==> config.mk <==
export PLATFORM = sky130hd
export DESIGN_NAME = power_rail_supervisor
export DESIGN_NICKNAME = d
export VERILOG_FILES = /design/src/sv/psup_pkg.sv /design/src/sv/power_rail_supervisor.sv /design/src/sv/psup_serial_mul.sv /design/src/sv/psup_serial_div.sv
export SDC_FILE = /design/constraint.sdc
export NUM_CORES = 1
export LEC_CHECK = 0
export BUFFER_PORTS_ARGS = -buffer_cell sky130_fd_sc_hd__buf_2
export CAP_MARGIN = 5
export CORE_MARGIN = 2
export CORE_UTILIZATION = 50
export CTS_CLUSTER_DIAMETER = 50
export DETAILED_ROUTE_END_ITERATION = 10
export PLACE_DENSITY = 0.67
export SLEW_MARGIN = 30
export SYNTH_ARGS = -nofsm -noshare
export SYNTH_HDL_FRONTEND = slang
export SYNTH_SLANG_ARGS = --single-unit
==> constraint.sdc <==
create_clock -name clk -period 9.36 [get_ports clk]
set_clock_uncertainty 0.15 [all_clocks]
set_input_delay 0.468 -clock clk [delete_from_list [all_inputs] [get_ports clk]]
set_output_delay 0.468 -clock clk [all_outputs]
set_load 0.05 [all_outputs]
==> src/sv/psup_pkg.sv <==
// psup_pkg: shared types, widths and constants of the power rail supervisor
// no dependencies; used by every module of the block and by its checker
package psup_pkg;

	// field widths
	localparam int MV_W   = 15;
	localparam int PCT_W  = 7;
	localparam int MODE_W = 2;
	localparam int RAIL_W = 3;
	localparam int BFLT_W = 5;
	localparam int CFLT_W = 8;

	// product of a millivolt value and a percent value
	localparam int PROD_W = MV_W + PCT_W;
	// step counter of the serial multiplier and divider, one step per percent bit
	localparam int CNT_W  = $clog2(PCT_W);

	// configuration port
	localparam int CFG_IDX_W  = 2;
	localparam int CFG_DATA_W = MV_W;

	typedef enum logic [CFG_IDX_W-1:0] {
		CFG_EMPTY_MV  = 2'd0,
		CFG_FULL_MV   = 2'd1,
		CFG_ENTER_PCT = 2'd2,
		CFG_EXIT_PCT  = 2'd3
	} cfg_reg_t;

	// register reset values
	localparam logic [MV_W-1:0]  EMPTY_MV_RST  = 15'd12000;
	localparam logic [MV_W-1:0]  FULL_MV_RST   = 15'd16800;
	localparam logic [PCT_W-1:0] ENTER_PCT_RST = 7'd25;
	localparam logic [PCT_W-1:0] EXIT_PCT_RST  = 7'd30;

	// operating mode and rail codes
	localparam logic [MODE_W-1:0] MODE_PROTECT = 2'd1;
	localparam logic [RAIL_W-1:0] RAILS_ALL    = 3'b111;
	localparam logic [RAIL_W-1:0] RAILS_OFF    = 3'b000;

	// full scale of the charge estimate
	localparam logic [PCT_W-1:0] PCT_FULL = 7'd100;

	typedef struct packed {
		logic [MODE_W-1:0] op_mode;
		logic [RAIL_W-1:0] rail_fault_bits;
		logic [RAIL_W-1:0] rail_good_bits;
		logic              charger_link_ok;
		logic              battery_link_ok;
		logic [MV_W-1:0]   pack_millivolts;
		logic [BFLT_W-1:0] battery_fault_bits;
		logic [CFLT_W-1:0] charger_fault_a;
		logic [CFLT_W-1:0] charger_fault_b;
	} tick_t;

	typedef struct packed {
		logic [RAIL_W-1:0] rail_enable_bits;
		logic              supply_ok;
		logic              supply_fault;
		logic              charge_low;
		logic [PCT_W-1:0]  charge_percent;
	} status_t;

endpackage

==> src/sv/power_rail_supervisor.sv <==
// A tick with a bad rail or a failed link goes from setup straight to the finish state;
// any other tick passes first through the three bit-serial multipliers and the serial divider.
// A new tick is taken only once the previous one has been loaded into the output register;
// a finished result waits in the output register while the next tick is taken.
// Reset: arst_n clears rails (all off), flags and percent, and loads the default thresholds.
// power_rail_supervisor: top level; depends on psup_pkg, psup_serial_mul, psup_serial_div
module power_rail_supervisor (
	input  logic                              clk,
	input  logic                              arst_n,
	input  logic                              item_valid,
	output logic                              item_stall,
	input  psup_pkg::tick_t                   item,
	output logic                              result_valid,
	input  logic                              result_stall,
	output psup_pkg::status_t                 result,
	input  logic                              cfg_we,
	input  logic [psup_pkg::CFG_IDX_W-1:0]    cfg_index,
	input  logic [psup_pkg::CFG_DATA_W-1:0]   cfg_data
);

	typedef enum logic [2:0] {
		ST_IDLE,
		ST_SETUP,
		ST_MUL,
		ST_DIV,
		ST_FINISH
	} state_t;

	state_t                          state_q;
	psup_pkg::tick_t                 item_q;
	logic                            result_valid_q;
	psup_pkg::status_t               result_q;

	// configuration registers
	logic [psup_pkg::MV_W-1:0]       empty_mv_q;
	logic [psup_pkg::MV_W-1:0]       full_mv_q;
	logic [psup_pkg::PCT_W-1:0]      enter_pct_q;
	logic [psup_pkg::PCT_W-1:0]      exit_pct_q;

	// supervisor state
	logic [psup_pkg::RAIL_W-1:0]     rail_on_q;
	logic                            low_q;
	logic                            fault_q;
	logic                            healthy_q;
	logic [psup_pkg::PCT_W-1:0]      pct_q;
	logic [psup_pkg::MV_W-1:0]       span_q;

	logic                            take;
	logic [psup_pkg::RAIL_W-1:0]     bad;
	logic                            link_fail;
	logic                            dev_fault;
	logic [psup_pkg::MV_W-1:0]       span;
	logic [psup_pkg::MV_W-1:0]       level;
	logic                            mul_start;
	logic                            mul_done;
	logic                            enter_done;
	logic                            exit_done;
	logic                            mul_all_done;
	logic                            div_start;
	logic                            div_done;
	logic [psup_pkg::PROD_W-1:0]     prod_level;
	logic [psup_pkg::PROD_W-1:0]     prod_enter;
	logic [psup_pkg::PROD_W-1:0]     prod_exit;
	logic [psup_pkg::PCT_W-1:0]      quotient;
	logic                            load_result;

	logic [psup_pkg::RAIL_W-1:0]     rail_nx;
	logic                            low_nx;
	logic                            fault_nx;
	logic                            healthy_nx;
	logic [psup_pkg::PCT_W-1:0]      pct_nx;
	logic                            low_hyst;

	assign take        = item_valid && !item_stall;
	assign item_stall  = (state_q != ST_IDLE);
	assign load_result = (state_q == ST_FINISH) && (!result_valid_q || !result_stall);

	// configuration writes
	always_ff @(posedge clk or negedge arst_n) begin
		if (!arst_n) begin
			empty_mv_q  <= psup_pkg::EMPTY_MV_RST;
			full_mv_q   <= psup_pkg::FULL_MV_RST;
			enter_pct_q <= psup_pkg::ENTER_PCT_RST;
			exit_pct_q  <= psup_pkg::EXIT_PCT_RST;
		end else if (cfg_we) begin
			unique case (psup_pkg::cfg_reg_t'(cfg_index))
				psup_pkg::CFG_EMPTY_MV:  empty_mv_q  <= cfg_data;
				psup_pkg::CFG_FULL_MV:   full_mv_q   <= cfg_data;
				psup_pkg::CFG_ENTER_PCT: enter_pct_q <= cfg_data[psup_pkg::PCT_W-1:0];
				psup_pkg::CFG_EXIT_PCT:  exit_pct_q  <= cfg_data[psup_pkg::PCT_W-1:0];
			endcase
		end
	end

	// hold the tick under work
	always_ff @(posedge clk) begin
		if (take) begin
			item_q <= item;
		end
	end

	// tick classification
	assign bad       = (item_q.rail_fault_bits | ~item_q.rail_good_bits) & psup_pkg::RAILS_ALL;
	assign link_fail = !item_q.charger_link_ok || !item_q.battery_link_ok;
	assign dev_fault = (item_q.battery_fault_bits != '0) || (item_q.charger_fault_a != '0)
		|| (item_q.charger_fault_b != '0);

	// span of the voltage window and pack level inside it
	always_comb begin
		span  = psup_pkg::MV_W'(1);
		level = '0;
		if (full_mv_q > empty_mv_q) begin
			span = full_mv_q - empty_mv_q;
			if (item_q.pack_millivolts > empty_mv_q) begin
				level = item_q.pack_millivolts - empty_mv_q;
			end
			if (level > span) begin
				level = span;
			end
		end else begin
			level = psup_pkg::MV_W'(item_q.pack_millivolts >= full_mv_q);
		end
	end

	always_ff @(posedge clk) begin
		if (state_q == ST_SETUP) begin
			span_q <= span;
		end
	end

	assign mul_start    = (state_q == ST_SETUP) && (bad == '0) && !link_fail;
	assign mul_all_done = mul_done && enter_done && exit_done;
	assign div_start    = (state_q == ST_MUL) && mul_all_done;

	// scaled level and both thresholds, in parallel
	psup_serial_mul u_mul_level (
		.clk     (clk),
		.arst_n  (arst_n),
		.start   (mul_start),
		.mcand   (level),
		.mplier  (psup_pkg::PCT_FULL),
		.product (prod_level),
		.done    (mul_done)
	);

	psup_serial_mul u_mul_enter (
		.clk     (clk),
		.arst_n  (arst_n),
		.start   (mul_start),
		.mcand   (span),
		.mplier  (enter_pct_q),
		.product (prod_enter),
		.done    (enter_done)
	);

	psup_serial_mul u_mul_exit (
		.clk     (clk),
		.arst_n  (arst_n),
		.start   (mul_start),
		.mcand   (span),
		.mplier  (exit_pct_q),
		.product (prod_exit),
		.done    (exit_done)
	);

	// percent estimate
	psup_serial_div u_div (
		.clk      (clk),
		.arst_n   (arst_n),
		.start    (div_start),
		.dividend (prod_level),
		.divisor  (span_q),
		.quotient (quotient),
		.done     (div_done)
	);

	// low-charge hysteresis, set test first
	always_comb begin
		low_hyst = low_q;
		if (prod_level < prod_enter) begin
			low_hyst = 1'b1;
		end else if (prod_level > prod_exit) begin
			low_hyst = 1'b0;
		end
	end

	// supervisor update at the end of a tick
	always_comb begin
		rail_nx    = rail_on_q & ~bad;
		low_nx     = low_q;
		fault_nx   = fault_q;
		healthy_nx = healthy_q;
		pct_nx     = pct_q;
		priority if (bad != '0) begin
			fault_nx   = 1'b1;
			healthy_nx = 1'b0;
		end else if (link_fail) begin
			fault_nx   = 1'b1;
			healthy_nx = 1'b0;
			low_nx     = 1'b1;
			rail_nx    = psup_pkg::RAILS_OFF;
		end else if (dev_fault) begin
			pct_nx     = quotient;
			fault_nx   = 1'b1;
			healthy_nx = 1'b0;
			low_nx     = 1'b1;
			rail_nx    = psup_pkg::RAILS_OFF;
		end else begin
			pct_nx     = quotient;
			fault_nx   = 1'b0;
			healthy_nx = 1'b1;
			low_nx     = low_hyst;
			rail_nx    = (item_q.op_mode == psup_pkg::MODE_PROTECT || low_hyst)
				? psup_pkg::RAILS_OFF : psup_pkg::RAILS_ALL;
		end
	end

	// sequencer, supervisor state and result register
	always_ff @(posedge clk or negedge arst_n) begin
		if (!arst_n) begin
			state_q        <= ST_IDLE;
			result_valid_q <= 1'b0;
			result_q       <= '0;
			rail_on_q      <= psup_pkg::RAILS_OFF;
			low_q          <= 1'b0;
			fault_q        <= 1'b0;
			healthy_q      <= 1'b0;
			pct_q          <= '0;
		end else begin
			// output register: load a finished tick, else drop a status once transferred
			if (load_result) begin
				result_valid_q <= 1'b1;
			end else if (result_valid_q && !result_stall) begin
				result_valid_q <= 1'b0;
			end
			unique case (state_q)
				ST_IDLE: begin
					if (take) begin
						state_q <= ST_SETUP;
					end
				end
				ST_SETUP: begin
					state_q <= mul_start ? ST_MUL : ST_FINISH;
				end
				ST_MUL: begin
					if (mul_all_done) begin
						state_q <= ST_DIV;
					end
				end
				ST_DIV: begin
					if (div_done) begin
						state_q <= ST_FINISH;
					end
				end
				ST_FINISH: begin
					if (load_result) begin
						state_q                   <= ST_IDLE;
						rail_on_q                 <= rail_nx;
						low_q                     <= low_nx;
						fault_q                   <= fault_nx;
						healthy_q                 <= healthy_nx;
						pct_q                     <= pct_nx;
						result_q.rail_enable_bits <= rail_nx;
						result_q.supply_ok        <= healthy_nx;
						result_q.supply_fault     <= fault_nx;
						result_q.charge_low       <= low_nx;
						result_q.charge_percent   <= pct_nx;
					end
				end
				default: begin
					state_q <= ST_IDLE;
				end
			endcase
		end
	end

	assign result_valid = result_valid_q;
	assign result       = result_q;

endmodule

==> src/sv/psup_serial_mul.sv <==
// psup_serial_mul: shift-and-add multiplier, one multiplier bit per cycle
// depends on psup_pkg for widths
module psup_serial_mul (
	input  logic                        clk,
	input  logic                        arst_n,
	input  logic                        start,
	input  logic [psup_pkg::MV_W-1:0]   mcand,
	input  logic [psup_pkg::PCT_W-1:0]  mplier,
	output logic [psup_pkg::PROD_W-1:0] product,
	output logic                        done
);

	localparam logic [psup_pkg::CNT_W-1:0] LAST_STEP = psup_pkg::CNT_W'(psup_pkg::PCT_W - 1);

	logic                          busy_q;
	logic                          done_q;
	logic [psup_pkg::CNT_W-1:0]    cnt_q;
	logic [psup_pkg::PROD_W-1:0]   acc_q;
	logic [psup_pkg::PROD_W-1:0]   mcand_q;
	logic [psup_pkg::PCT_W-1:0]    mplier_q;

	// step sequencing
	always_ff @(posedge clk or negedge arst_n) begin
		if (!arst_n) begin
			busy_q <= 1'b0;
			done_q <= 1'b0;
			cnt_q  <= '0;
		end else begin
			done_q <= 1'b0;
			if (start) begin
				busy_q <= 1'b1;
				cnt_q  <= '0;
			end else if (busy_q) begin
				cnt_q <= cnt_q + psup_pkg::CNT_W'(1);
				if (cnt_q == LAST_STEP) begin
					busy_q <= 1'b0;
					done_q <= 1'b1;
				end
			end
		end
	end

	// accumulate the shifted multiplicand under the low multiplier bit
	always_ff @(posedge clk) begin
		if (start) begin
			acc_q    <= '0;
			mcand_q  <= psup_pkg::PROD_W'(mcand);
			mplier_q <= mplier;
		end else if (busy_q) begin
			if (mplier_q[0]) begin
				acc_q <= acc_q + mcand_q;
			end
			mcand_q  <= {mcand_q[psup_pkg::PROD_W-2:0], 1'b0};
			mplier_q <= {1'b0, mplier_q[psup_pkg::PCT_W-1:1]};
		end
	end

	assign product = acc_q;
	assign done    = done_q;

endmodule

==> src/sv/psup_serial_div.sv <==
// psup_serial_div: restoring divider, one quotient bit per cycle
// depends on psup_pkg for widths; quotient must fit in a percent field
module psup_serial_div (
	input  logic                        clk,
	input  logic                        arst_n,
	input  logic                        start,
	input  logic [psup_pkg::PROD_W-1:0] dividend,
	input  logic [psup_pkg::MV_W-1:0]   divisor,
	output logic [psup_pkg::PCT_W-1:0]  quotient,
	output logic                        done
);

	localparam logic [psup_pkg::CNT_W-1:0] LAST_STEP = psup_pkg::CNT_W'(psup_pkg::PCT_W - 1);

	logic                          busy_q;
	logic                          done_q;
	logic [psup_pkg::CNT_W-1:0]    cnt_q;
	logic [psup_pkg::PROD_W-1:0]   rem_q;
	logic [psup_pkg::PROD_W-1:0]   dsh_q;
	logic [psup_pkg::PCT_W-1:0]    quo_q;
	logic                          fits;

	assign fits = (rem_q >= dsh_q);

	// step sequencing
	always_ff @(posedge clk or negedge arst_n) begin
		if (!arst_n) begin
			busy_q <= 1'b0;
			done_q <= 1'b0;
			cnt_q  <= '0;
		end else begin
			done_q <= 1'b0;
			if (start) begin
				busy_q <= 1'b1;
				cnt_q  <= '0;
			end else if (busy_q) begin
				cnt_q <= cnt_q + psup_pkg::CNT_W'(1);
				if (cnt_q == LAST_STEP) begin
					busy_q <= 1'b0;
					done_q <= 1'b1;
				end
			end
		end
	end

	// trial subtract of the divisor, walking down from its top position
	always_ff @(posedge clk) begin
		if (start) begin
			rem_q <= dividend;
			dsh_q <= psup_pkg::PROD_W'(divisor) << (psup_pkg::PCT_W - 1);
			quo_q <= '0;
		end else if (busy_q) begin
			if (fits) begin
				rem_q <= rem_q - dsh_q;
			end
			quo_q <= {quo_q[psup_pkg::PCT_W-2:0], fits};
			dsh_q <= {1'b0, dsh_q[psup_pkg::PROD_W-1:1]};
		end
	end

	assign quotient = quo_q;
	assign done     = done_q;

endmodule

# Word level (Yosys, flattened, before mapping)
# Index checks and enable logic that the tools add are counted.
word_totals:
  word_cells: 207
  regBits: 345
  out_inout_bits: 15
  input_bits: 68
classes:
  magnitude_cmp: 7
  n_reduce_logical: 45
  n_addsub: 10
  n_bitwise: 6
  muxes: 74
  eq_ne: 16
op_table:
  columns: ["cell", "n"]
  rows:
  - ["$mux W15", 11]
  - ["$add A22 B22 Y22", 3]
  - ["$mux W22", 3]
  - ["$mux W3", 17]
  - ["$gt A15 B15 Y1", 3]
  - ["$mux W21", 2]
  - ["$mux W1", 36]
  - ["$sub A15 B15 Y15", 2]
  - ["$mux W7", 4]
  - ["$ge A22 B21 Y1", 1]
  - ["$gt A22 B22 Y1", 1]
  - ["$lt A22 B22 Y1", 1]
  - ["$sub A22 B21 Y22", 1]
  - ["$reduce_and A2 Y1", 9]
  - ["$reduce_bool A8 Y1", 2]
  - ["$eq A3 B3 Y1 const B", 5]
  - ["$ge A15 B15 Y1", 1]
  - ["$pmux W3 S5", 1]
  - ["$add A3 B1 Y3 const B", 4]
  - ["$reduce_bool A2 Y1", 6]
  - ["$logic_and A1 B1 Y1", 8]
  - ["$reduce_and A4 Y1", 2]
  - ["$eq A3 B2 Y1 const B", 2]
  - ["$logic_not A1 Y1", 6]
  - ["15 further kinds", 27]

# Logic depth before layout (Yosys ltp)
logic_depth:
  word_depth: 8
  mapped_depth: 21
  mapped_depth_nobuf: 20

# Hierarchy
# Synthesis repeated with hierarchy kept, for this count alone.
unflattened:
  cells_unflattened: 2197
  area_unflattened_um2: 21471.8
modules_own_cells:
  columns: ["mod", "cells_per_inst", "area_each_um2", "seq_area_each_um2", "instances"]
  rows:
  - ["power_rail_supervisor", 792, 8018.9, 3380.7, 1]
  - ["psup_serial_mul (u_mul_enter ...)", 330, 3245.6, 1366.3, 2]
  - ["psup_serial_div", 397, 3604.7, 1496.4, 1]
  - ["psup_serial_mul (u_mul_level)", 348, 3357.0, 1366.3, 1]

# Worst setup path before layout
# Ideal clock, no wire load.
synth_path:
  path_kind: "register to register"
  start: "reg item_q[21] (netlist bit)"
  end: "reg u_mul_level.mcand_q[7] (netlist bit) (data pin)"
  synth_period_minus_slack_ns: 4.578
  setup_ns: 0.256
  arrival_ns: 4.171
  t_required_ns: 8.954
  stages_incl_launch_ff: 20
  n_path_buf: 0
  setup_slack_ns: 4.782
  path_cell_list: "edfxtp_1 inv_1 ha_1 inv_1 fa_1 a211oi_1 o211ai_1 a311oi_1 o21ai_0 xor2_1 nand2b_1 inv_1 ha_1 nand4_1 nor3_1 or3b_2 o21bai_1 o221ai_4 mux2_2 a22o_1"
synth_via:
  elab_chain_len: 7
  elab_cells_between_ends: 8
  cone_classes: "1 x add/sub; 2 x order compare; 5 x mux"
synth_lines:
  columns: ["element", "line", "text"]
  rows:
  - ["start: declaration", "power_rail_supervisor.sv:30", "psup_pkg::tick_t item_q;"]
  - ["start signal: assignment", "power_rail_supervisor.sv:98", "item_q <= item;"]
  - ["$sub A15 B15 Y15 / $gt A15 B15 Y1 (equally long branches)", "power_rail_supervisor.sv:115, power_rail_supervisor.sv:114", null]
  - ["$mux W15 *", "power_rail_supervisor.sv:114", "if (item_q.pack_millivolts > empty_mv_q) begin"]
  - ["$mux W15 *", "power_rail_supervisor.sv:112", "if (full_mv_q > empty_mv_q) begin"]
  - ["$gt A15 B15 Y1", "power_rail_supervisor.sv:117", "if (level > span) begin"]
  - ["$mux W15 *", "power_rail_supervisor.sv:117", null]
  - ["$mux W15 *", "power_rail_supervisor.sv:112", null]
  - ["$mux W15 *", "psup_serial_mul.sv:45", "if (start) begin"]
  - ["end signal: assignment", "psup_serial_mul.sv:47", "mcand_q <= psup_pkg::PROD_W'(mcand);"]
  - ["end signal: assignment", "psup_serial_mul.sv:53", "mcand_q <= {mcand_q[psup_pkg::PROD_W-2:0], 1'b0};"]
  - ["end: declaration", "psup_serial_mul.sv:19", "logic [psup_pkg::PROD_W-1:0] mcand_q;"]
# Mark *: on every way between the ends. The rest lies on a longest branch, timed or not. The select of a mux whose other input is x is not followed.
# A chain may end at the register's enable or synchronous reset.

# Final worst setup path
layout_path:
  start: "reg full_mv_q[0] (netlist bit)"
  end: "reg u_mul_level.mcand_q[7] (netlist bit) (data pin)"
layout_via:
  elab_chain_len: 5
  elab_cells_between_ends: 6
  cone_classes: "1 x add/sub; 2 x order compare; 3 x mux"
layout_lines:
  columns: ["element", "line", "text"]
  rows:
  - ["start: declaration", "power_rail_supervisor.sv:36", "logic [psup_pkg::MV_W-1:0] full_mv_q;"]
  - ["start signal: assignment", "power_rail_supervisor.sv:82", "full_mv_q <= psup_pkg::FULL_MV_RST;"]
  - ["start signal: assignment", "power_rail_supervisor.sv:88", "psup_pkg::CFG_FULL_MV: full_mv_q <= cfg_data;"]
  - ["$sub A15 B15 Y15", "power_rail_supervisor.sv:113", "span = full_mv_q - empty_mv_q;"]
  - ["$gt A15 B15 Y1", "power_rail_supervisor.sv:117", null]
  - ["$mux W15", "power_rail_supervisor.sv:117", null]
  - ["$mux W15 *", "power_rail_supervisor.sv:112", null]
  - ["$mux W15 *", "psup_serial_mul.sv:45", null]
# Mark *: on every way between the ends. The rest lies on a longest branch, timed or not.

==> summary.md <==
| Metric | Value |
|---|---|
| Worst-case reg-to-reg path depth | 18 |
| Total Wirelength | 52400 um |
| Die area | 42750 um2 |
| Crit path launch type | flop |
| Chip Width | 206.8 um |
| Highest clock rate | 177.6 MHz |
| Worst Path Arrival | 5.80 ns |
| Worst hold start | cfg_data[10] |
| Worst-margin pin slew | 0.9828 ns |
| Vias in the first global route | 15990 |
| Rel. slew slack | 0.3448 |
| Tot GR Track Use | 0.2516 |
| Final Slew Violations | 0 |
| Post-layout util | 0.5749 |
| RSZ-0062 raised after global routing | false |
| Area contributors post-synth | edfxtp_1 (23%), ha_1 (12%), dfxtp_1 (10%), dfrtp_1 (7.7%), nand2_1 (4.7%) |
| Number of cell rows | 74 |
| Initial antenna violation count | 0 |
| Die height | 206.8 um |
| Predominant post-synthesis flop cell | edfxtp_1 |
| Fill cells | 3581 |
| Worst VDD drop | 0.1781 mV |
| Clk_lat worst skew | 0.58 ns |
| CTS Root Cell | clkbuf_16 |
| Outcome | finished, final reports clean |
| H-tree depth | 2 |
| Critical Path Source | full_mv_q[0] |
| Syn Nets | 2419 |
| Pwr/cell area | 248.3 nW/um2 |
| RR Startpoint | full_mv_q[0] |
| CTS tree | yes |
| Max Root-Sink Buffers | 3 |
| Syn Area/Cell | 9.557 um2 |
| DR WL/cell | 18.42 um |
| Port Buffers | 82 |
| Post-Syn Instances | 2151 |
| Register bit count reported by yosys | 345 |
| # nets final | 2546 |
| DR vias/cell | 5.719 |
| Sequential area share after synthesis | 0.4332 |
| Clock Pin Slew Worst Setup and Hold Paths | 0.06 ns |
| Most frequent cell after synthesis | nand2_1 |
| Critical path's slowest cell | xnor2_1 |
| CP Max Fanout | 17 |
| Final Hold Fails | 0 |
| Grt ovf | 0 |
| Post-route ant nets | 0 |
| Final Setup Violations | 0 |
| DP Wirelength | 37440 um |
| Largest net degree at the start of global routing | 66 |
| Share of the synthesized area in the top cell type | 0.2293 |
| Cells along the critical path | inv_1 -> ha_1 -> inv_1 -> fa_1 -> a211oi_1 -> nor2_1 -> o22ai_1 -> o2111a_1 -> a21oi_1 -> xnor2_1 -> ha_1 -> nand4_1 -> nor3_1 -> nand3_1 -> o32a_1 -> o221ai_4 -> mux2_2 -> a22o_1 |
| First-iteration detailed-routing DRC count | 952 |
| Clk sinks | 345 |
| Pleak | 10.21 nW |
| Reg2reg setup slack | 3.73 ns |
| DR vias | 16270 |
| Crit Path Category | reg -> reg |
| Synth async-reset ratio | 0.2348 |
| Share of cells above drive strength 1 | 0.1137 |
| Critical path capture point | u_mul_level.mcand_q[7] |
| Num CTS Buffers | 44 |
| Fin crit period | 5.630 ns |
| Setup_tns | 0 ns |
| Leading area contributor after synthesis | edfxtp_1 |
| Worst hold path type | in -> reg |
| Drt drc | 0 |
| Synth warn | 0 |
| Placer congestion estimate | 0.9174 |
| Cell area after synthesis | 20560 um2 |
| Post-route clock period utilization | 0.6015 |
| Global-route wire length before repair | 84550 um |
| Max-cap viol count | 0 |
| ANT cells | 0 |
| Area grow syn2layout | 13.93% |
| 1st-pass router iterations | 5 |
| Crit path capture type | flop |
| Initial Utilization | 0.5046 |
| Post-synth EDFFs | 157 |
| R2r endpoint | u_mul_level.mcand_q[7] |
| IO Count | 83 |
| Top cells by count, synth | nand2_1 (255), ha_1 (194), nor2_1 (192) |
| Core Area | 40740 um2 |
| Critical Path RT | 9.53 ns |
| Max incr delay on CP | 0.61 ns |
| Post-synthesis cell type count | 89 |
[stage by stage]
stage                     setup WS (ns)  instances  hold WS, ns  cell area, um2  power, mW
final                             3.730       2845      0.01869           23420      5.816
after global routing              3.517       2845      0.01525           23420      6.205
after CTS                         3.768       2845     0.002085           23420      5.844
after detailed placement          3.805       2709       0.2772           21460      4.172
after global placement            3.778       2709       0.2699           21450      4.116
after floorplan                   4.782       2151      0.02241           20560      3.611
[critical path, delay by kind of cell, from the launching register on]
family | cells | cell delay [ns]
xor+xnor | 1 | 0.61
mux | 1 | 0.42
simple gates | 4 | 0.66
flops | 1 | 0.39
fa+ha+maj | 3 | 0.84
buf+inv | 2 | 0.11
compound gates | 7 | 2.18
[registers in the layout, summed over array words and instances (netlist names), 7 cells and up]
register              cells
item_q                   46
u_div.rem_q              22
u_mul_enter.mcand_q      22
u_mul_enter.product      22
u_mul_exit.mcand_q       22
u_mul_exit.product       22
u_mul_level.mcand_q      22
u_mul_level.product      22
u_div.dsh_q              21
empty_mv_q               15
full_mv_q                15
span_q                   15
enter_pct_q               7
exit_pct_q                7
pct_q                     7
u_div.quotient            7
u_mul_enter.mplier_q      7
u_mul_exit.mplier_q       7
u_mul_level.mplier_q      7
[worst min path at each step]
stage	endpoint	depth (start not counted)
finish	empty_mv_q[10]	3
detailed placement	exit_pct_q[0]	1
global placement	enter_pct_q[2]	1
global route	empty_mv_q[2]	3
CTS	empty_mv_q[10]	3
floorplan	empty_mv_q[0]	0
[cells by family after synthesis]
kind of cell    share of synthesized area
compound gates                     0.1512
xor+xnor                          0.03153
fa+ha+maj                          0.1239
buf+inv                           0.04474
flops                              0.4332
mux                               0.05198
simple gates                       0.1634
[metal layers]
metal	track usage	up-vias	wire [um]
met3	0.03344	82	2637
met1	0.3375	7809	23610
met4	0.07827	0	1330
li1	-	7973	-
met2	0.4243	407	24820
met5	0	-	0
[area by class of cell]
cell class	count	area, um2	area share
Inverter	160	600.6	0.02564
Sequential cell	345	8906	0.3803
Clock inverter	17	142.6	0.006090
Tap cell	532	665.6	0.02842
Timing Repair Buffer	151	1069	0.04562
Multi-Input combinational cell	1576	10770	0.4599
Clock buffer	64	1266	0.05406
[placed cells by master (no fill, tap or decap), types with 10 or more instances in the layout]
cell / instances
a211oi_1: 36
a21oi_1: 126
o31ai_1: 10
buf_2: 81
xor2_1: 36
o21a_1: 31
a21o_1: 38
nand2b_1: 18
nor3_1: 38
dfstp_2: 18
or2_2: 15
mux2i_1: 64
xnor2_1: 38
nor2_1: 190
dfrtp_1: 63
a31oi_1: 20
and2_1: 15
ha_1: 194
nand2_1: 255
buf_4: 15
nor2b_1: 20
clkbuf_16: 44
edfxtp_1: 157
mux2_2: 38
inv_1: 160
nand3b_1: 11
nand3_1: 55
nand4_1: 27
clkbuf_1: 11
nor3b_1: 11
o211ai_1: 13
dfxtp_1: 107
o21ai_0: 115
dlygate4sd3_1: 55
[repair_timing]
| item | CTS | global route |
|---|---|---|
| gates resized for setup | 0 | 0 |
| hold endpoints to repair | 84 | 0 |
| buffers inserted | 0 | 0 |
| hold buffers | 55 | 0 |
[report_power, final]
| part | switching, mW | internal (mW) | leakage [nW] |
|---|---|---|---|
| registers | 0.181 | 1.89 | 3.37 |
| clock network | 0.680 | 0.952 | 0.689 |
| logic | 1.27 | 0.833 | 6.16 |
Power figures use the tool's default switching activity.
